`src/design/nntp_pkg.sv`:
```
// shared types, codes and helpers of the nntp client session controller
// no dependencies; imported by every module of the block

package nntp_pkg;

  // queue geometry, both the event queue and the result queue
  localparam int QDEPTH = 2;
  localparam int QPTR_W = $clog2(QDEPTH);
  localparam int QCNT_W = $clog2(QDEPTH + 1);

  // opcodes of an input item
  localparam logic [3:0] OP_CONNECT = 4'd0;
  localparam logic [3:0] OP_STATUS  = 4'd1;
  localparam logic [3:0] OP_BODY    = 4'd2;
  localparam logic [3:0] OP_TLS     = 4'd3;
  localparam logic [3:0] OP_RTO     = 4'd4;
  localparam logic [3:0] OP_ITO     = 4'd5;
  localparam logic [3:0] OP_SUBMIT  = 4'd6;
  localparam logic [3:0] OP_CLOSE   = 4'd7;
  localparam logic [3:0] OP_LOST    = 4'd8;
  localparam logic [3:0] OP_ERROR   = 4'd9;
  localparam logic [3:0] OP_ABORT   = 4'd10;

  // socket error kinds
  localparam logic [1:0] SOCK_TLS_FAIL = 2'd0;
  localparam logic [1:0] SOCK_REMOTE   = 2'd1;

  // actions of a result item
  localparam logic [3:0] ACT_NONE      = 4'd0;
  localparam logic [3:0] ACT_OPEN      = 4'd1;
  localparam logic [3:0] ACT_OPEN_TLS  = 4'd2;
  localparam logic [3:0] ACT_STARTTLS  = 4'd3;
  localparam logic [3:0] ACT_MODE      = 4'd4;
  localparam logic [3:0] ACT_USER      = 4'd5;
  localparam logic [3:0] ACT_PASS      = 4'd6;
  localparam logic [3:0] ACT_REQUEST   = 4'd7;
  localparam logic [3:0] ACT_QUIT      = 4'd8;
  localparam logic [3:0] ACT_START_TLS = 4'd9;
  localparam logic [3:0] ACT_HANGUP    = 4'd10;
  localparam logic [3:0] ACT_ABORT     = 4'd11;

  // error kinds
  localparam logic [2:0] ERR_NONE     = 3'd0;
  localparam logic [2:0] ERR_CONNECT  = 3'd1;
  localparam logic [2:0] ERR_TLS      = 3'd2;
  localparam logic [2:0] ERR_PROTOCOL = 3'd3;
  localparam logic [2:0] ERR_UNAVAIL  = 3'd4;
  localparam logic [2:0] ERR_AUTH     = 3'd5;
  localparam logic [2:0] ERR_TIMEOUT  = 3'd6;
  localparam logic [2:0] ERR_DISC     = 3'd7;

  // tls modes
  localparam logic [1:0] TLS_IMPLICIT = 2'd1;
  localparam logic [1:0] TLS_STARTTLS = 2'd2;

  // configuration register indexes
  localparam logic [1:0] CFG_TLS_MODE = 2'd0;
  localparam logic [1:0] CFG_HAS_USER = 2'd1;
  localparam logic [1:0] CFG_IDLE_EN  = 2'd2;
  localparam logic [1:0] CFG_RESP_EN  = 2'd3;

  // server reply codes
  localparam logic [9:0] CODE_200 = 10'd200;
  localparam logic [9:0] CODE_201 = 10'd201;
  localparam logic [9:0] CODE_281 = 10'd281;
  localparam logic [9:0] CODE_381 = 10'd381;
  localparam logic [9:0] CODE_382 = 10'd382;
  localparam logic [9:0] CODE_400 = 10'd400;
  localparam logic [9:0] CODE_481 = 10'd481;
  localparam logic [9:0] CODE_482 = 10'd482;
  localparam logic [9:0] CODE_500 = 10'd500;
  localparam logic [9:0] CODE_502 = 10'd502;

  typedef enum logic [11:0] {
    EV_CONNECT = 12'b0000_0000_0001,
    EV_STATUS  = 12'b0000_0000_0010,
    EV_BODY    = 12'b0000_0000_0100,
    EV_TLS     = 12'b0000_0000_1000,
    EV_RTO     = 12'b0000_0001_0000,
    EV_ITO     = 12'b0000_0010_0000,
    EV_SUBMIT  = 12'b0000_0100_0000,
    EV_CLOSE   = 12'b0000_1000_0000,
    EV_LOST    = 12'b0001_0000_0000,
    EV_ERROR   = 12'b0010_0000_0000,
    EV_ABORT   = 12'b0100_0000_0000,
    EV_NONE    = 12'b1000_0000_0000
  } ev_kind_t;

  typedef enum logic [9:0] {
    PH_DISC  = 10'b00_0000_0001,
    PH_GREET = 10'b00_0000_0010,
    PH_STLS  = 10'b00_0000_0100,
    PH_MODE  = 10'b00_0000_1000,
    PH_USER  = 10'b00_0001_0000,
    PH_PASS  = 10'b00_0010_0000,
    PH_READY = 10'b00_0100_0000,
    PH_CSTAT = 10'b00_1000_0000,
    PH_CBODY = 10'b01_0000_0000,
    PH_QUIT  = 10'b10_0000_0000
  } phase_t;

  // classified event as it travels from front to back
  typedef struct packed {
    ev_kind_t   kind;
    logic       code_valid;
    logic       c_greet_ok;   // 200 or 201
    logic       c_unavail;    // 400 or 502
    logic       c_382;
    logic       c_381;
    logic       c_281;
    logic       c_auth_fail;  // 481, 482 or 502
    logic       c_ge500;
    logic       term;
    logic       ldot;
    logic       cfail;
    logic       cbody;
    logic [2:0] sock_err;     // error kind already mapped
    logic       srv;
  } ev_t;

  typedef struct packed {
    logic [3:0] action;
    logic       arm_response;
    logic       start_idle;
    logic       stop_timers;
    logic [2:0] error_kind;
    logic       command_done;
    logic       forward_status;
    logic       forward_body;
    logic       strip_first_byte;
    logic       became_ready;
    logic       closed_notice;
    logic [3:0] session_phase;
  } res_t;

  typedef struct packed {
    logic       valid;
    logic [1:0] index;
    logic [1:0] data;
  } cfg_wr_t;

  typedef struct packed {
    logic [1:0] tls_mode;
    logic       has_user;
    logic       idle_en;
    logic       resp_en;
  } cfg_t;

  function automatic logic [3:0] phase_code(phase_t p);
    logic [3:0] c;
    unique case (p)
      PH_DISC:  c = 4'd0;
      PH_GREET: c = 4'd1;
      PH_STLS:  c = 4'd2;
      PH_MODE:  c = 4'd3;
      PH_USER:  c = 4'd4;
      PH_PASS:  c = 4'd5;
      PH_READY: c = 4'd6;
      PH_CSTAT: c = 4'd7;
      PH_CBODY: c = 4'd8;
      PH_QUIT:  c = 4'd9;
      default:  c = 4'd0;
    endcase
    return c;
  endfunction

endpackage

```
`src/design/nntp_front.sv`:
```
// front end: decodes the opcode and pre-classifies the reply code of an item
// depends on nntp_pkg

module nntp_front
  import nntp_pkg::*;
(
  input  logic [3:0] opcode,
  input  logic [9:0] status_code,
  input  logic       code_valid,
  input  logic       body_is_terminator,
  input  logic       body_leading_dot,
  input  logic       cmd_reports_failed,
  input  logic       cmd_expects_body,
  input  logic [1:0] sock_error_kind,
  input  logic       server_valid,
  output ev_t        ev
);

  always_comb begin
    ev = '0;
    unique case (opcode)
      OP_CONNECT: ev.kind = EV_CONNECT;
      OP_STATUS:  ev.kind = EV_STATUS;
      OP_BODY:    ev.kind = EV_BODY;
      OP_TLS:     ev.kind = EV_TLS;
      OP_RTO:     ev.kind = EV_RTO;
      OP_ITO:     ev.kind = EV_ITO;
      OP_SUBMIT:  ev.kind = EV_SUBMIT;
      OP_CLOSE:   ev.kind = EV_CLOSE;
      OP_LOST:    ev.kind = EV_LOST;
      OP_ERROR:   ev.kind = EV_ERROR;
      OP_ABORT:   ev.kind = EV_ABORT;
      default:    ev.kind = EV_NONE;
    endcase
    ev.code_valid  = code_valid;
    ev.c_greet_ok  = (status_code == CODE_200) || (status_code == CODE_201);
    ev.c_unavail   = (status_code == CODE_400) || (status_code == CODE_502);
    ev.c_382       = (status_code == CODE_382);
    ev.c_381       = (status_code == CODE_381);
    ev.c_281       = (status_code == CODE_281);
    ev.c_auth_fail = (status_code == CODE_481) || (status_code == CODE_482)
                     || (status_code == CODE_502);
    ev.c_ge500     = (status_code >= CODE_500);
    ev.term        = body_is_terminator;
    ev.ldot        = body_leading_dot;
    ev.cfail       = cmd_reports_failed;
    ev.cbody       = cmd_expects_body;
    // socket error kind to session error
    priority if (sock_error_kind == SOCK_TLS_FAIL) begin
      ev.sock_err = ERR_TLS;
    end else if (sock_error_kind == SOCK_REMOTE) begin
      ev.sock_err = ERR_DISC;
    end else begin
      ev.sock_err = ERR_CONNECT;
    end
    ev.srv = server_valid;
  end

endmodule

```
`src/design/nntp_evq.sv`:
```
// short queue of classified events between front and back
// depends on nntp_pkg

module nntp_evq
  import nntp_pkg::*;
(
  input  logic clk,
  input  logic rst,
  input  logic wr_en,
  input  ev_t  wr_data,
  output logic full,
  input  logic rd_en,
  output logic empty,
  output ev_t  rd_data
);

  ev_t               slots [QDEPTH];
  logic [QPTR_W-1:0] wr_ptr;
  logic [QPTR_W-1:0] rd_ptr;
  logic [QCNT_W-1:0] count;

  assign full    = (count == QCNT_W'(QDEPTH));
  assign empty   = (count == '0);
  assign rd_data = slots[rd_ptr];

  always_ff @(posedge clk) begin
    if (rst) begin
      wr_ptr <= '0;
      rd_ptr <= '0;
      count  <= '0;
    end else begin
      if (wr_en) begin
        wr_ptr <= wr_ptr + 1'b1;
      end
      if (rd_en) begin
        rd_ptr <= rd_ptr + 1'b1;
      end
      if (wr_en && !rd_en) begin
        count <= count + 1'b1;
      end else if (!wr_en && rd_en) begin
        count <= count - 1'b1;
      end
    end
  end

  always_ff @(posedge clk) begin
    if (wr_en) begin
      slots[wr_ptr] <= wr_data;
    end
  end

endmodule

```
`src/design/nntp_exec.sv`:
```
// back end: session state, transition per event, result queue, config regs
// depends on nntp_pkg

module nntp_exec
  import nntp_pkg::*;
(
  input  logic    clk,
  input  logic    rst,
  input  cfg_wr_t cfg_wr,
  input  logic    ev_avail,
  input  ev_t     ev,
  output logic    ev_take,
  input  logic    pop,
  output logic    empty,
  output res_t    res
);

  cfg_t   cfg;
  phase_t phase;
  phase_t phase_next;
  logic   failed_latch;
  logic   failed_latch_next;
  logic   command_pending;
  logic   command_pending_next;

  res_t              r;
  logic              fail_req;
  logic [2:0]        fail_err;

  res_t              rq [QDEPTH];
  logic [QPTR_W-1:0] wr_ptr;
  logic [QPTR_W-1:0] rd_ptr;
  logic [QCNT_W-1:0] count;
  logic              room;
  logic              do_pop;

  assign empty   = (count == '0);
  assign res     = rq[rd_ptr];
  assign do_pop  = pop && !empty;
  assign room    = (count != QCNT_W'(QDEPTH)) || do_pop;
  assign ev_take = ev_avail && room;

  // configuration
  always_ff @(posedge clk) begin
    if (rst) begin
      cfg <= '0;
    end else if (cfg_wr.valid) begin
      unique case (cfg_wr.index)
        CFG_TLS_MODE: cfg.tls_mode <= cfg_wr.data;
        CFG_HAS_USER: cfg.has_user <= cfg_wr.data[0];
        CFG_IDLE_EN:  cfg.idle_en  <= cfg_wr.data[0];
        CFG_RESP_EN:  cfg.resp_en  <= cfg_wr.data[0];
        default: ;
      endcase
    end
  end

  // transition
  always_comb begin
    r                    = '0;
    phase_next           = phase;
    failed_latch_next    = failed_latch;
    command_pending_next = command_pending;
    fail_req             = 1'b0;
    fail_err             = ERR_NONE;

    unique case (ev.kind)
      EV_CONNECT: begin
        if (phase == PH_DISC) begin
          if (!ev.srv) begin
            fail_req = 1'b1;
            fail_err = ERR_CONNECT;
          end else begin
            failed_latch_next = 1'b0;
            r.action          = (cfg.tls_mode == TLS_IMPLICIT) ? ACT_OPEN_TLS : ACT_OPEN;
            phase_next        = PH_GREET;
            r.arm_response    = cfg.resp_en;
          end
        end
      end
      EV_STATUS: begin
        if (phase != PH_CBODY) begin
          if (!ev.code_valid) begin
            fail_req = 1'b1;
            fail_err = ERR_PROTOCOL;
          end else begin
            r.stop_timers = 1'b1;
            unique case (phase)
              PH_GREET: begin
                if (ev.c_greet_ok) begin
                  if (cfg.tls_mode == TLS_STARTTLS) begin
                    phase_next = PH_STLS;
                    r.action   = ACT_STARTTLS;
                  end else begin
                    phase_next = PH_MODE;
                    r.action   = ACT_MODE;
                  end
                  r.arm_response = cfg.resp_en;
                end else begin
                  fail_req = 1'b1;
                  fail_err = ev.c_unavail ? ERR_UNAVAIL : ERR_PROTOCOL;
                end
              end
              PH_STLS: begin
                if (ev.c_382) begin
                  r.action       = ACT_START_TLS;
                  r.arm_response = cfg.resp_en;
                end else begin
                  fail_req = 1'b1;
                  fail_err = ERR_TLS;
                end
              end
              PH_MODE: begin
                if (ev.c_greet_ok || ev.c_ge500) begin
                  // authenticate or go ready
                  if (cfg.has_user) begin
                    phase_next     = PH_USER;
                    r.action       = ACT_USER;
                    r.arm_response = cfg.resp_en;
                  end else begin
                    phase_next     = PH_READY;
                    r.start_idle   = cfg.idle_en;
                    r.became_ready = 1'b1;
                  end
                end else begin
                  fail_req = 1'b1;
                  fail_err = ERR_PROTOCOL;
                end
              end
              PH_USER: begin
                if (ev.c_381) begin
                  phase_next     = PH_PASS;
                  r.action       = ACT_PASS;
                  r.arm_response = cfg.resp_en;
                end else if (ev.c_281) begin
                  phase_next     = PH_READY;
                  r.start_idle   = cfg.idle_en;
                  r.became_ready = 1'b1;
                end else begin
                  fail_req = 1'b1;
                  fail_err = ERR_AUTH;
                end
              end
              PH_PASS: begin
                if (ev.c_281) begin
                  phase_next     = PH_READY;
                  r.start_idle   = cfg.idle_en;
                  r.became_ready = 1'b1;
                end else begin
                  fail_req = 1'b1;
                  fail_err = ev.c_auth_fail ? ERR_AUTH : ERR_PROTOCOL;
                end
              end
              PH_CSTAT: begin
                if (!command_pending) begin
                  fail_req = 1'b1;
                  fail_err = ERR_PROTOCOL;
                end else begin
                  r.forward_status = 1'b1;
                  if (!ev.cfail && ev.cbody) begin
                    phase_next     = PH_CBODY;
                    r.arm_response = cfg.resp_en;
                  end else begin
                    r.command_done       = 1'b1;
                    command_pending_next = 1'b0;
                    phase_next           = PH_READY;
                    r.start_idle         = cfg.idle_en;
                  end
                end
              end
              PH_QUIT: begin
                phase_next = PH_DISC;
                r.action   = ACT_HANGUP;
              end
              PH_READY: begin
                fail_req = 1'b1;
                fail_err = ERR_PROTOCOL;
              end
              default: ;
            endcase
          end
        end
      end
      EV_BODY: begin
        if (phase == PH_CBODY) begin
          if (ev.term) begin
            r.command_done       = command_pending;
            command_pending_next = 1'b0;
            phase_next           = PH_READY;
            r.stop_timers        = 1'b1;
            r.start_idle         = cfg.idle_en;
          end else begin
            r.arm_response = cfg.resp_en;
            if (command_pending) begin
              r.forward_body     = 1'b1;
              r.strip_first_byte = ev.ldot;
            end
          end
        end
      end
      EV_TLS: begin
        if (phase == PH_STLS) begin
          if (cfg.has_user) begin
            phase_next     = PH_USER;
            r.action       = ACT_USER;
            r.arm_response = cfg.resp_en;
          end else begin
            phase_next     = PH_READY;
            r.stop_timers  = 1'b1;
            r.start_idle   = cfg.idle_en;
            r.became_ready = 1'b1;
          end
        end
      end
      EV_RTO: begin
        fail_req = 1'b1;
        fail_err = ERR_TIMEOUT;
      end
      EV_ITO, EV_CLOSE: begin
        if (phase == PH_READY) begin
          r.stop_timers  = 1'b1;
          phase_next     = PH_QUIT;
          r.action       = ACT_QUIT;
          r.arm_response = cfg.resp_en;
        end else if (ev.kind == EV_CLOSE && phase != PH_DISC) begin
          r.stop_timers = 1'b1;
          r.action      = ACT_ABORT;
          phase_next    = PH_DISC;
        end
      end
      EV_SUBMIT: begin
        if (phase == PH_READY) begin
          r.stop_timers        = 1'b1;
          command_pending_next = 1'b1;
          phase_next           = PH_CSTAT;
          r.action             = ACT_REQUEST;
          r.arm_response       = cfg.resp_en;
        end else begin
          r.command_done = 1'b1;
          r.error_kind   = ERR_PROTOCOL;
        end
      end
      EV_LOST: begin
        r.stop_timers = 1'b1;
        if (phase != PH_QUIT && phase != PH_DISC && !failed_latch) begin
          failed_latch_next    = 1'b1;
          r.command_done       = command_pending;
          command_pending_next = 1'b0;
          r.error_kind         = ERR_DISC;
          r.action             = ACT_ABORT;
        end
        phase_next      = PH_DISC;
        r.closed_notice = 1'b1;
      end
      EV_ERROR: begin
        if (phase != PH_QUIT && phase != PH_DISC) begin
          fail_req = 1'b1;
          fail_err = ev.sock_err;
        end
      end
      EV_ABORT: begin
        r.stop_timers = 1'b1;
        r.action      = ACT_ABORT;
        phase_next    = PH_DISC;
      end
      default: ;
    endcase

    // session failure, taken once until the next connect
    if (fail_req && !failed_latch) begin
      failed_latch_next = 1'b1;
      r.stop_timers     = 1'b1;
      r.arm_response    = 1'b0;
      r.start_idle      = 1'b0;
      if (command_pending) begin
        r.command_done = 1'b1;
      end
      command_pending_next = 1'b0;
      r.error_kind         = fail_err;
      r.action             = (phase != PH_DISC) ? ACT_ABORT : ACT_NONE;
      phase_next           = PH_DISC;
    end

    r.session_phase = phase_code(phase_next);
  end

  always_ff @(posedge clk) begin
    if (rst) begin
      phase           <= PH_DISC;
      failed_latch    <= 1'b0;
      command_pending <= 1'b0;
      wr_ptr          <= '0;
      rd_ptr          <= '0;
      count           <= '0;
    end else begin
      if (ev_take) begin
        phase           <= phase_next;
        failed_latch    <= failed_latch_next;
        command_pending <= command_pending_next;
        wr_ptr          <= wr_ptr + 1'b1;
      end
      if (do_pop) begin
        rd_ptr <= rd_ptr + 1'b1;
      end
      if (ev_take && !do_pop) begin
        count <= count + 1'b1;
      end else if (!ev_take && do_pop) begin
        count <= count - 1'b1;
      end
    end
  end

  always_ff @(posedge clk) begin
    if (ev_take) begin
      rq[wr_ptr] <= r;
    end
  end

endmodule

```
`src/design/nntp_client_session_fsm.sv`:
```
// top level of the nntp client session controller
// depends on nntp_pkg, nntp_front, nntp_evq and nntp_exec

// Client side of an NNTP session, driven one event item at a time. Push an
// event while full is low; one result item comes back for every event, in
// order, and is read while empty is low and taken with pop. An event is
// classified and written into the event queue, then the back transition
// writes its result into the result queue. The block sustains one item per
// cycle while the result queue is popped. Each side has a two-entry queue,
// so input and output stall on their own. Configuration writes (tls mode,
// user present, idle timer, response timer) are always accepted and should
// only be made while no item is in flight.

module nntp_client_session_fsm
  import nntp_pkg::*;
(
  input  logic       clk,
  input  logic       rst,
  // event input
  input  logic       push,
  output logic       full,
  input  logic [3:0] opcode,
  input  logic [9:0] status_code,
  input  logic       code_valid,
  input  logic       body_is_terminator,
  input  logic       body_leading_dot,
  input  logic       cmd_reports_failed,
  input  logic       cmd_expects_body,
  input  logic [1:0] sock_error_kind,
  input  logic       server_valid,
  // result output
  output logic       empty,
  input  logic       pop,
  output logic [3:0] action,
  output logic       arm_response,
  output logic       start_idle,
  output logic       stop_timers,
  output logic [2:0] error_kind,
  output logic       command_done,
  output logic       forward_status,
  output logic       forward_body,
  output logic       strip_first_byte,
  output logic       became_ready,
  output logic       closed_notice,
  output logic [3:0] session_phase,
  // configuration writes
  input  logic       cfg_valid,
  output logic       cfg_ready,
  input  logic [1:0] cfg_index,
  input  logic [1:0] cfg_data
);

  ev_t     front_ev;
  ev_t     q_ev;
  logic    q_full;
  logic    q_empty;
  logic    q_take;
  res_t    res;
  cfg_wr_t cfg_wr;

  // config registers have no busy time
  assign cfg_ready    = 1'b1;
  assign cfg_wr.valid = cfg_valid;
  assign cfg_wr.index = cfg_index;
  assign cfg_wr.data  = cfg_data;

  assign full = q_full;

  // opcode decode and reply code classification
  nntp_front u_front (
    .opcode             (opcode),
    .status_code        (status_code),
    .code_valid         (code_valid),
    .body_is_terminator (body_is_terminator),
    .body_leading_dot   (body_leading_dot),
    .cmd_reports_failed (cmd_reports_failed),
    .cmd_expects_body   (cmd_expects_body),
    .sock_error_kind    (sock_error_kind),
    .server_valid       (server_valid),
    .ev                 (front_ev)
  );

  // decouples intake from the session back end
  nntp_evq u_evq (
    .clk     (clk),
    .rst     (rst),
    .wr_en   (push && !q_full),
    .wr_data (front_ev),
    .full    (q_full),
    .rd_en   (q_take),
    .empty   (q_empty),
    .rd_data (q_ev)
  );

  // session state, transition and result queue
  nntp_exec u_exec (
    .clk      (clk),
    .rst      (rst),
    .cfg_wr   (cfg_wr),
    .ev_avail (!q_empty),
    .ev       (q_ev),
    .ev_take  (q_take),
    .pop      (pop),
    .empty    (empty),
    .res      (res)
  );

  assign action           = res.action;
  assign arm_response     = res.arm_response;
  assign start_idle       = res.start_idle;
  assign stop_timers      = res.stop_timers;
  assign error_kind       = res.error_kind;
  assign command_done     = res.command_done;
  assign forward_status   = res.forward_status;
  assign forward_body     = res.forward_body;
  assign strip_first_byte = res.strip_first_byte;
  assign became_ready     = res.became_ready;
  assign closed_notice    = res.closed_notice;
  assign session_phase    = res.session_phase;

endmodule

```
`config.mk`:
```
export PLATFORM = sky130hd
export DESIGN_NAME = nntp_client_session_fsm
export DESIGN_NICKNAME = d
export VERILOG_FILES = /design/src/design/nntp_pkg.sv /design/src/design/nntp_front.sv /design/src/design/nntp_evq.sv /design/src/design/nntp_exec.sv /design/src/design/nntp_client_session_fsm.sv
export SDC_FILE = /design/constraint.sdc
export NUM_CORES = 1
export LEC_CHECK = 0
export BUFFER_PORTS_ARGS = -buffer_cell sky130_fd_sc_hd__buf_2
export CELL_PAD_IN_SITES_DETAIL_PLACEMENT = 0
export CELL_PAD_IN_SITES_GLOBAL_PLACEMENT = 1
export CORE_MARGIN = 2
export CORE_UTILIZATION = 48
export CTS_BUF_LIST = sky130_fd_sc_hd__clkbuf_16
export CTS_CLUSTER_DIAMETER = 60
export CTS_CLUSTER_SIZE = 8
export DETAILED_ROUTE_END_ITERATION = 8
export GPL_ROUTABILITY_DRIVEN = 0
export PLACE_DENSITY_LB_ADDON = 0.25
export SLEW_MARGIN = 40
export SYNTH_ARGS = -nofsm -noshare
export SYNTH_HDL_FRONTEND = slang
export SYNTH_SLANG_ARGS = --single-unit
export TNS_END_PERCENT = 5
```
`constraint.sdc`:
```
create_clock -name clk -period 4.3 [get_ports clk]
set_input_delay 0.43 -clock clk [delete_from_list [all_inputs] [get_ports clk]]
set_output_delay 0.43 -clock clk [all_outputs]
set_load 0.02 [all_outputs]
```
Yosys cells after proc, flatten, opt, wreduce, memory -nomap -nowiden. Memories as Yosys holds them, arrays and structs flattened. A register that Yosys moved wholly into a read port is not among the register bits. Cells that the tools add are included.

Add/subtract/negate cells: 8. Magnitude comparators: 1. Eq/ne operators: 59. Mux-type cells: 147. Reduce and logical (&&, ||, !) cells: 42.

Operators with widths (number): 10-bit 2-to-1 mux (16); 10-bit by 9-bit equality test with 1-bit output, second input constant (9); 10-bit case mux with 7 select lines (1); 10-bit case mux with 6 select lines (1); 1-bit 2-to-1 mux (58); 3-bit 2-to-1 mux (14); 10-bit by 8-bit equality test with 1-bit output, second input constant (4); 4-bit 2-to-1 mux (10); 2-bit 2-to-1 mux (19); 4-bit case mux with 9 select lines (1); 4-bit case mux with 7 select lines (1); 7-bit 2-to-1 mux (3); 3-bit by 1-bit != test with 1-bit output, second input constant (7); 3-bit case mux with 7 select lines (1); 10-bit equality test, second input constant (2); 10-bit by 2-bit equality test with 1-bit output, second input constant (2); 10-bit by 3-bit equality test with 1-bit output, second input constant (2); 10-bit by 4-bit equality test with 1-bit output, second input constant (2); 10-bit by 5-bit equality test with 1-bit output, second input constant (2); 10-bit by 6-bit equality test with 1-bit output, second input constant (2); 10-bit by 7-bit equality test with 1-bit output, second input constant (2); 4-bit case mux with 5 select lines (1); 1-bit case mux with 4 select lines (4); 5-bit 2-to-1 mux (3); 44 further kinds (90).

Register bits: 25. Memory bits (writable): 96. Bits in read-only memories: 192. Memories kept: 3.

Memories: (no name shown) (depth 16, width 12, rd ports 1, clocked after Yosys merged registers in 0, write ports 0, RTL line nntp_front.sv:21) `unique case (opcode)`; u_evq.slots (depth 2, width 28, rd ports 1, clocked after Yosys merged registers in 1, write ports 1, RTL line nntp_evq.sv:17) `ev_t slots [QDEPTH];`; u_exec.rq (depth 2, width 20, rd ports 1, clocked after Yosys merged registers in 1, write ports 1, RTL line nntp_exec.sv:30) `res_t rq [QDEPTH];`.

Longest topological paths before layout. Gate-level depths: netlist of run 1.

Depth after elaboration: 11. Mapped depth: 14. Depth with buffers taken out: 10.

Hierarchy. A second synthesis of run 1 with hierarchy kept.

Cell total of the unflattened synthesis: 660. Area total of the unflattened synthesis: 7136.8 um^2.

Modules (own cells, without submodules): nntp_exec (instances 1, cells an instance 496, area each 4548.1 um^2, seq. area each 1641.6 um^2); nntp_evq (instances 1, cells an instance 109, area each 2232.1 um^2, seq. area each 1781.7 um^2); nntp_front (instances 1, cells an instance 51, area each 327.8 um^2, seq. area each 0.0 um^2); nntp_client_session_fsm (instances 1, cells an instance 4, area each 28.8 um^2, seq. area each 0.0 um^2).

Worst setup path before layout of run 1. Ideal clock, no wire load.

Path type: register to register. Start point: register with a tool-made name. End point: memory u_exec.rq[0][1] in the netlist's numbering, data pin. Setup time: 0.193 ns. Data arrival time: 3.447 ns. Setup slack: 0.660 ns. Cell stages (with the launch flop): 13. Buffers on the path: 2. Path through: dfxtp_1 buf_6 buf_6 or3_4 a222oi_1 nand3_1 o2111ai_2 o21ai_2 o31ai_1 o2111ai_1 or4b_1 or3_1 o32ai_1.

RTL lines (RTL line): end, declared (nntp_exec.sv:30).

==> results.toml, run 1 <==
[grt]
grt_pass1_vias = 5333
grt_pass1_wl_um = 27700
grt_max_degree = 29
antenna_found_initial = 0
grt_overflow = 0
grt_usage = 0.243
met3_usage = 0.0549
grt.met2_usage = 0.380
grt.busiest_layer = "met2"
grt_use_met1 = 0.319

[clock_network]
holdBufCountCts = 0
ctsLongestPathBuffers = 2
cts-root-buf = "clkbuf_16"
cts_made_buffers = 17
path_clk_slew_ns = 0.06
clkSinkCount = 123
h-tree-depth = 4
worstSkewPairLatency_ns = 0.42
cts_tree = "yes"

[worst_setup_path]
critPathLaunchType = "register"
critPathMaxStageDelay_ns = 0.61
cpMaxStageDelayCell = "or4b_1"
critical_path_arrival_ns = 4.26
crit_path_end_kind = "register"
crit_required_ns = 4.51
cp_max_fo = 17
crit_chain = "buf_6 > or3b_1 > a222oi_1 > buf_4 > and3_2 > or4_1 > o21ai_2 > o31ai_1 > o2111ai_1 > or4b_1 > or3_1 > o32ai_1"
worst-setup-path-type = "register to register"

[floorplan]
die_h_um = 124
start_util = 0.494
dieWidth_um = 124
coreArea_mm2 = 0.0140
dieArea_mm2 = 0.0154
io_pins = 54
num_rows = 43

[timing]
slew_headroom = 0.485
hold_ws_ns = 0.193
fmax_mhz = 247
grt_setup_unrepaired = "no"
tns_ns = 0
fin_skew_ns = 0.00638
hold_viol = 0
fin_crit_ns = 4.05
tightest_slew_ns = 0.766
setup_slack_ns = 0.252
setup-violations-final = 0
maxSlewViolCount = 0
finalCritPeriodShare = 0.941

[synth]
synth-async-reset-ratio = 0
synth_seq_cells = 123
yosys_warnings = 0
synth-edff-count = 96
seq_area_frac_synth = 0.495
syn_inst = 675
syn_nets = 708
synth_top_area_frac = 0.417
avgSynthCellArea_um2 = 10.2
synth.distinct_cells = 78
synth_top_flop_cell = "edfxtp_1"
syn_area_mm2 = 0.00691
yosysTopAreaCell = "edfxtp_1"
synth_area_leaders = "edfxtp_1 42%, dfxtp_1 7.8%, mux2_2 3.9%, nor2_1 3.4%, nand2_1 3.0%"

[pwr]
ir_worst_vdd_uv = 303
leakage_nw = 3.05
power_density_mw_per_mm2 = 539
power.total_mw = 4.36

[route]
ant_nets = 0
wl_per_cell_um = 19.1
first_pass_iters = 7
drcViolationCount = 0
vias = 5830
viasPerCell = 6.22
drtIter0Drc = 702
routed_wl_um = 18000

[place]
placed_area_mm2 = 0.00747
hpwlAfterDp_um = 13500
io_buffers = 52
dpl_worst_slack_ns = 0.127

[cells_and_area]
layout-drive-gt1-share = 0.218
diodes = 0
area_growth_pct = 17.0
stdcell_area_mm2 = 0.00809
nNetsFinal = 778

[min_path]
hold_path_class = "input pin to register"

[status]
outcome = "finished clean"

[run]
maxCapViolations = 0
final cells by class:
class | instances | area, µm²
Inverter | 19 | 71.3
Fill cell | 1228 | 5900
Multi-Input combinational cell | 500 | 3290
Timing Repair Buffer | 84 | 508
Tap cell | 180 | 225
Clock buffer | 17 | 425
Sequential cell | 123 | 3430
Clock inverter | 15 | 140
layout by cell type (no fill, tap or decap), types with 6 or more instances in the layout:
| cell | count |
|---|---|
| edfxtp_1 | 96 |
| nor2_1 | 62 |
| nand2_1 | 56 |
| buf_2 | 52 |
| o21ai_0 | 35 |
| buf_4 | 30 |
| a21oi_1 | 25 |
| dfxtp_1 | 25 |
| mux2_2 | 24 |
| nand3_1 | 21 |
| inv_1 | 18 |
| nor3_1 | 17 |
| nand4_1 | 17 |
| clkbuf_16 | 17 |
| mux2i_1 | 15 |
| and3_1 | 15 |
| nor4_1 | 13 |
| nand2b_1 | 12 |
| or3_1 | 11 |
| a22oi_1 | 11 |
| xor2_1 | 11 |
| nor2b_1 | 9 |
| nor3b_1 | 7 |
| or4_1 | 7 |
| o31ai_1 | 7 |
| o32ai_1 | 6 |
| and4_1 | 6 |
| nand3b_1 | 6 |
cells by family after synthesis:
kind of cell	count (synthesis)	synth area share
xor+xnor	15	0.0190
flops	123	0.495
other cells	1	0.000542
compound gates	144	0.147
mux	39	0.0608
fa+ha+maj	3	0.00507
simple gates	298	0.240
buf+inv	52	0.0324
cell usage after synthesis (all sizes together) (16+ instances only):
cell and instances:
clkbuf 24, mux2 24, nor3 18, nand3 21, nand4 17, a21oi 25, and3 16, nor2 63
dfxtp 27, edfxtp 96, inv 18, o21ai 36, nand2 56
final timing paths:
kind	start	end	slack [ns]	depth (start not counted)
worst max register to register	register	u_exec.rq[1][1]	0.25	12
worst min-delay path	body_is_terminator	u_evq.slots[0][7]	0.19	1
worst min register to register	u_exec.cfg[3]	u_exec.cfg[3]	0.50	2
worst max-delay path	register	u_exec.rq[1][1]	0.25	12
critical path: cells and delay by family (launching register included):
family / cells / cell delay (ns)
buffers and inverters: 2 / 0.36
AOI/OAI and AO/OA: 5 / 1.12
and+or+nand+nor: 5 / 1.93
DFF: 1 / 0.42
state kept, by name, summed over array words and instances (netlist names), named ones only:
name and count:
u_evq.count 2, u_exec.rd_ptr 1, u_exec.failed_latch 1, u_exec.cfg 5
u_evq.wr_ptr 1, u_exec.command_pending 1, u_exec.wr_ptr 1, u_evq.slots 56
u_exec.count 2, u_evq.rd_ptr 1, u_exec.rq 40, u_exec.phase 10
routing by layer:
| metal | up-vias | wire, µm | part of all wire |
|---|---|---|---|
| li1 | 2751 | - | - |
| met2 | 293 | 8190 | 0.46 |
| met4 | 0 | 605 | 0.034 |
| met5 | - | 0 | 0 |
| met1 | 2727 | 7510 | 0.42 |
| met3 | 59 | 1650 | 0.092 |
through the flow:
| stage | utilization | cells |
|---|---|---|
| 4_1_cts | 0.575 | 936 |
| 3_3_place_gp | 0.534 | 904 |
| 5_1_grt | 0.578 | 938 |
| 2_1_floorplan | - | 675 |
| 6_report | 0.578 | 938 |
| 3_5_place_dp | 0.534 | 904 |
power by group:
group | internal, mW | switching [mW] | leakage, nW
registers | 1.56 | 0.120 | 1.14
clock network | 0.800 | 0.541 | 0.263
logic | 0.501 | 0.841 | 1.65
what timing repair did:
| item | in CTS | in global routing |
|---|---|---|
| setup endpoints to repair | 0 | 8 |
| buffers inserted | 0 | 2 |
| gates resized for setup | 0 | 7 |
(Power assumes the default switching activity.)
==> run 2, diff against run 1 <==
RECOVER_POWER = 25   (was not set)
==> run 2 against run 1 <==
Effect of this change:
- clock skew about the same
- sequential cell count unchanged
- combinational power about the same
- via count unchanged
- cell count unchanged
- maximum frequency decreased by 0.18%
- clock-buffer cell count unchanged
- routed wire length increased by 0.13%
- cell area decreased by 0.15%
- register-to-register slack about the same
- die area unchanged
- power about the same
==> results.toml, run 2 (synthesis results as in run 1) <==
[timing]
tns_ns = 0
tightest_slew_ns = 1.36
fin_crit_ns = 4.06
fmax_mhz = 247
setup-violations-final = 0
slew_headroom = 0.0921
fin_skew_ns = 0.00635
hold_viol = 0
grt_setup_unrepaired = "no"
hold_ws_ns = 0.193
maxSlewViolCount = 0
finalCritPeriodShare = 0.943

[grt]
met3_usage = 0.0549
grt.met2_usage = 0.380
grt_usage = 0.243
grt.busiest_layer = "met2"
antenna_found_initial = 0
grt_pass1_vias = 5333
grt_pass1_wl_um = 27700
grt_max_degree = 29
grt_overflow = 0
grt_use_met1 = 0.319

[cells_and_area]
largest_reg_flops = 56
nNetsFinal = 778
mostFrequentLayoutCells = "96 x edfxtp_1, 62 x nor2_1, 56 x nand2_1"
reg_top3 = "u_evq.slots x56, u_exec.rq x40, u_exec.phase x10"
regMostFlops = "u_evq.slots"
final_common_cell = "edfxtp_1"
layout-drive-gt1-share = 0.204
stdcell_area_mm2 = 0.00808
area_growth_pct = 16.8
diodes = 0

[route]
viasPerCell = 6.22
drtIter0Drc = 700
ant_nets = 0
wl_per_cell_um = 19.2
routed_wl_um = 18000
first_pass_iters = 7
drcViolationCount = 0
vias = 5830

[pwr]
clock_power_share = 0.307
power_density_mw_per_mm2 = 540
ir_worst_vdd_uv = 302
internal_power_mw = 2.86
leakage_nw = 3.02
swShare = 0.345
p_comb_frac = 0.308
p_sw_mw = 1.50
p_seq_frac = 0.385

[clock_network]
cts_made_buffers = 17
cts_tree = "yes"
holdBufCountCts = 0
cts-root-buf = "clkbuf_16"
path_clk_slew_ns = 0.06
h-tree-depth = 4
clkSinkCount = 123
ctsLongestPathBuffers = 2
worstSkewPairLatency_ns = 0.42

[worst_setup_path]
critical_path_arrival_ns = 4.26
cp_max_fo = 17
crit_required_ns = 4.51
worst-setup-path-type = "register to register"
crit_path_end_kind = "register"
critPathLaunchType = "register"

[floorplan]
io_pins = 54
dieArea_mm2 = 0.0154
coreArea_mm2 = 0.0140
die_h_um = 124
dieWidth_um = 124
start_util = 0.494
num_rows = 43

[min_path]
hold_path_class = "input pin to register"
holdCritStartpoint = "body_is_terminator"

[status]
outcome = "finished clean"

[place]
hpwlAfterDp_um = 13500
io_buffers = 52
placed_area_mm2 = 0.00747

[run]
maxCapViolations = 0
[run 2: cell types whose count changed in the layout (fill, tap and decap cells not counted)]
cell	delta
buf_1	+1
buf_2	-10
clkbuf_1	+9
[run 2: path summary, 6_finish.rpt]
path,end,slack (ns),cells past startpoint
setup / recovery,u_exec.rq[1][1],0.24,12
hold / removal,u_evq.slots[0][7],0.19,1
setup reg to reg,u_exec.rq[1][1],0.24,12
hold reg to reg,u_exec.cfg[3],0.50,2
[run 2: worst max-delay path, stage by stage (launching register included)]
cell and delay, ns:
dfxtp_4 0.42, buf_6 0.18, or3b_1 0.43, a222oi_1 0.37, buf_4 0.18, and3_2 0.25, or4_1 0.22, o21ai_2 0.11
o31ai_1 0.23, o2111ai_1 0.23, or4b_1 0.61, or3_1 0.42, o32ai_1 0.19
[run 2: timing repair]
item,4_1_cts,5_1_grt
endpoints found under the setup margin,0,8
setup buffers,0,2
resized for setup,0,7
[run 2: cell type report]
class	count	area, µm²
sequential	123	3430
fill	1234	5910
timing repair buffer	84	495
clock inverter	15	140
tap	180	225
inverter	19	71.3
multi-input combinational	500	3290
clock buffer	17	425
[run 2: routing by layer]
| layer | up-vias | wire, µm |
|---|---|---|
| li1 | 2751 | - |
| met1 | 2747 | 7560 |
| met2 | 274 | 8190 |
| met3 | 58 | 1610 |
| met4 | 0 | 621 |
| met5 | - | 0 |
[run 2: power by group through the flow]
stage               sequential, mW  combinational [mW]  clock [mW]
CTS                           1.68                1.33        1.36
finish                        1.68                1.34        1.34
detailed placement            1.70                1.32           0
global placement              1.69                1.30           0
floorplan                     1.64               0.972           0
global route                  1.71                1.46        1.42
[run 2: metrics by stage]
stage	power (mW)	worst slack, ns	util	cells
finish	4.36	0.245	0.577	938
global route	4.59	0.00955	0.577	938
CTS	4.37	0.110	0.575	936
detailed placement	3.02	0.127	0.534	904
global placement	2.99	0.312	0.534	904
floorplan	2.62	0.660	-	675
==> run 3, diff against run 2 <==
--- a/config.mk
+++ b/config.mk
@@ -10,3 +10,2 @@
 export CELL_PAD_IN_SITES_GLOBAL_PLACEMENT = 1
-export CORE_MARGIN = 2
 export CORE_UTILIZATION = 48
==> constraint.sdc (replaced) <==
create_clock -name clk -period 4.3 [get_ports clk]
set_input_delay 0.86 -clock clk [delete_from_list [all_inputs] [get_ports clk]]
set_output_delay 0.86 -clock clk [all_outputs]
set_load 0.1 [all_outputs]
==> run 3 against run 2 <==
Effect of this change:
- setup slack got worse by 0.057 ns
- cell area is 0.98% higher
- first-iteration DRC count decreased by 14%
- clock power increased by 15%
- non-clock buffer count unchanged
- largest cell class unchanged
==> results.toml, run 3 (synthesis results as in run 1) <==
[grt]
grt_pass1_vias = 5456
grt_overflow = 0
grt_pass1_wl_um = 28600
antenna_found_initial = 0
grt_max_degree = 29
grt_usage = 0.259

[timing]
hold_viol = 0
slew_headroom = 0.112
fmax_mhz = 243
fin_skew_ns = 0.00719
hold_ws_ns = 0.492
finalCritPeriodShare = 0.956
tightest_slew_ns = 1.33
setup-violations-final = 0
fin_crit_ns = 4.11
maxSlewViolCount = 0

[route]
drtIter0Drc = 604
vias = 5825
first_pass_iters = 9
ant_nets = 0
routed_wl_um = 18200
wl_per_cell_um = 19.4
viasPerCell = 6.21
drcViolationCount = 0

[cells_and_area]
final_cells = 938
regMostFlops = "u_evq.slots"
diodes = 0
fin_util = 0.583
reg_top3 = "u_evq.slots x56, u_exec.rq x40, u_exec.phase x10"
largest_reg_flops = 56
final_common_cell = "edfxtp_1"
area_growth_pct = 18.0
nNetsFinal = 778
mostFrequentLayoutCells = "96 x edfxtp_1, 62 x nor2_1, 56 x nand2_1"
layout-drive-gt1-share = 0.203

[floorplan]
dieWidth_um = 122
dieArea_mm2 = 0.0149
io_pins = 54
start_util = 0.494
die_h_um = 122
num_rows = 43
coreArea_mm2 = 0.0140

[worst_setup_path]
crit_chain = "buf_6 > or3b_1 > a222oi_1 > buf_4 > and3_2 > or4_1 > o21ai_2 > o31ai_1 > o2111ai_1 > or4b_1 > or3_1 > o32ai_1"
critPathMaxStageDelay_ns = 0.61
r2r-end = "u_exec.rq[0][1]"
r2r_setup_slack_ns = 0.19
worst-setup-path-type = "register to register"
crit_required_ns = 4.51
cp_max_fo = 19
cp-endpoint = "u_exec.rq[0][1]"
critPathLaunchType = "register"
cpMaxStageDelayCell = "or4b_1"
critical_path_arrival_ns = 4.32
r2r.worst_path.cells = 12
crit_path_end_kind = "register"

[clock_network]
ctsLongestPathBuffers = 2
cts_made_buffers = 17
holdBufCountCts = 0
clkSinkCount = 123
cts_tree = "yes"
cts-root-buf = "clkbuf_16"
path_clk_slew_ns = 0.06
h-tree-depth = 4
worstSkewPairLatency_ns = 0.42

[min_path]
hold_path_class = "register to register"
min_path_cells = 2

[place]
dp.cells = 904
io_buffers = 52
hpwlAfterDp_um = 13600

[pwr]
ir_worst_vdd_uv = 339
leakage_nw = 3.07
power.total_mw = 5.16
power_density_mw_per_mm2 = 633

[status]
outcome = "finished clean"

[run]
maxCapViolations = 0
run 3: repair_timing:
action                                  4_1_cts  5_1_grt
setup buffers                                 0        2
endpoints found under the setup margin        0        8
endpoints found under the hold margin         0        0
gates resized for setup                       0        5
run 3: how the worst min path moves through the flow:
stage	slack [ns]	startpoint	end
floorplan	0.45	u_exec.failed_latch	u_exec.failed_latch
global placement	0.48	u_evq.count[1]	u_evq.count[1]
detailed placement	0.49	u_exec.cfg[3]	u_exec.cfg[3]
CTS	0.50	u_exec.cfg[3]	u_exec.cfg[3]
global route	0.53	u_exec.cfg[3]	u_exec.cfg[3]
finish	0.49	u_exec.cfg[3]	u_exec.cfg[3]
run 3: routing by layer:
metal	track usage	routed length [µm]	share of wire	up-vias
met5	0	0	0	-
met4	0.113	550	0.030	0
met3	0.0688	1570	0.086	51
met2	0.401	8390	0.46	321
met1	0.340	7710	0.42	2707
li1	-	-	-	2746
run 3: worst max-delay path, delay by kind of cell (launching register included):
kind	cells	cell delay, ns
AO/OA/AOI/OAI	5	1.17
buffers and inverters	2	0.38
flip-flops	1	0.44
AND/OR/NAND/NOR	5	1.92
run 3: through the flow:
stage,setup WS [ns],TNS [ns],instance area [µm²]
after floorplan,0.660,0,6910
after global placement,0.252,0,7470
after detailed placement,0.0985,0,7470
after CTS,0.0721,0,8120
after global routing,-0.0273,-0.0544,8160
final,0.188,0,8160
run 3: layout make-up:
| type | instances | area [µm²] |
|---|---|---|
| well taps | 180 | 225 |
| flip-flops and latches | 123 | 3430 |
| clock buffers | 17 | 425 |
| multi-input cells | 500 | 3290 |
| fillers | 1235 | 5830 |
| clock inverters | 15 | 224 |
| repair buffers | 84 | 494 |
| inverters | 19 | 71.3 |
run 3: power breakdown:
part	switching, mW	internal, mW	leakage (nW)
logic	1.45	0.491	1.62
clock network	0.513	1.03	0.308
registers	0.123	1.56	1.14
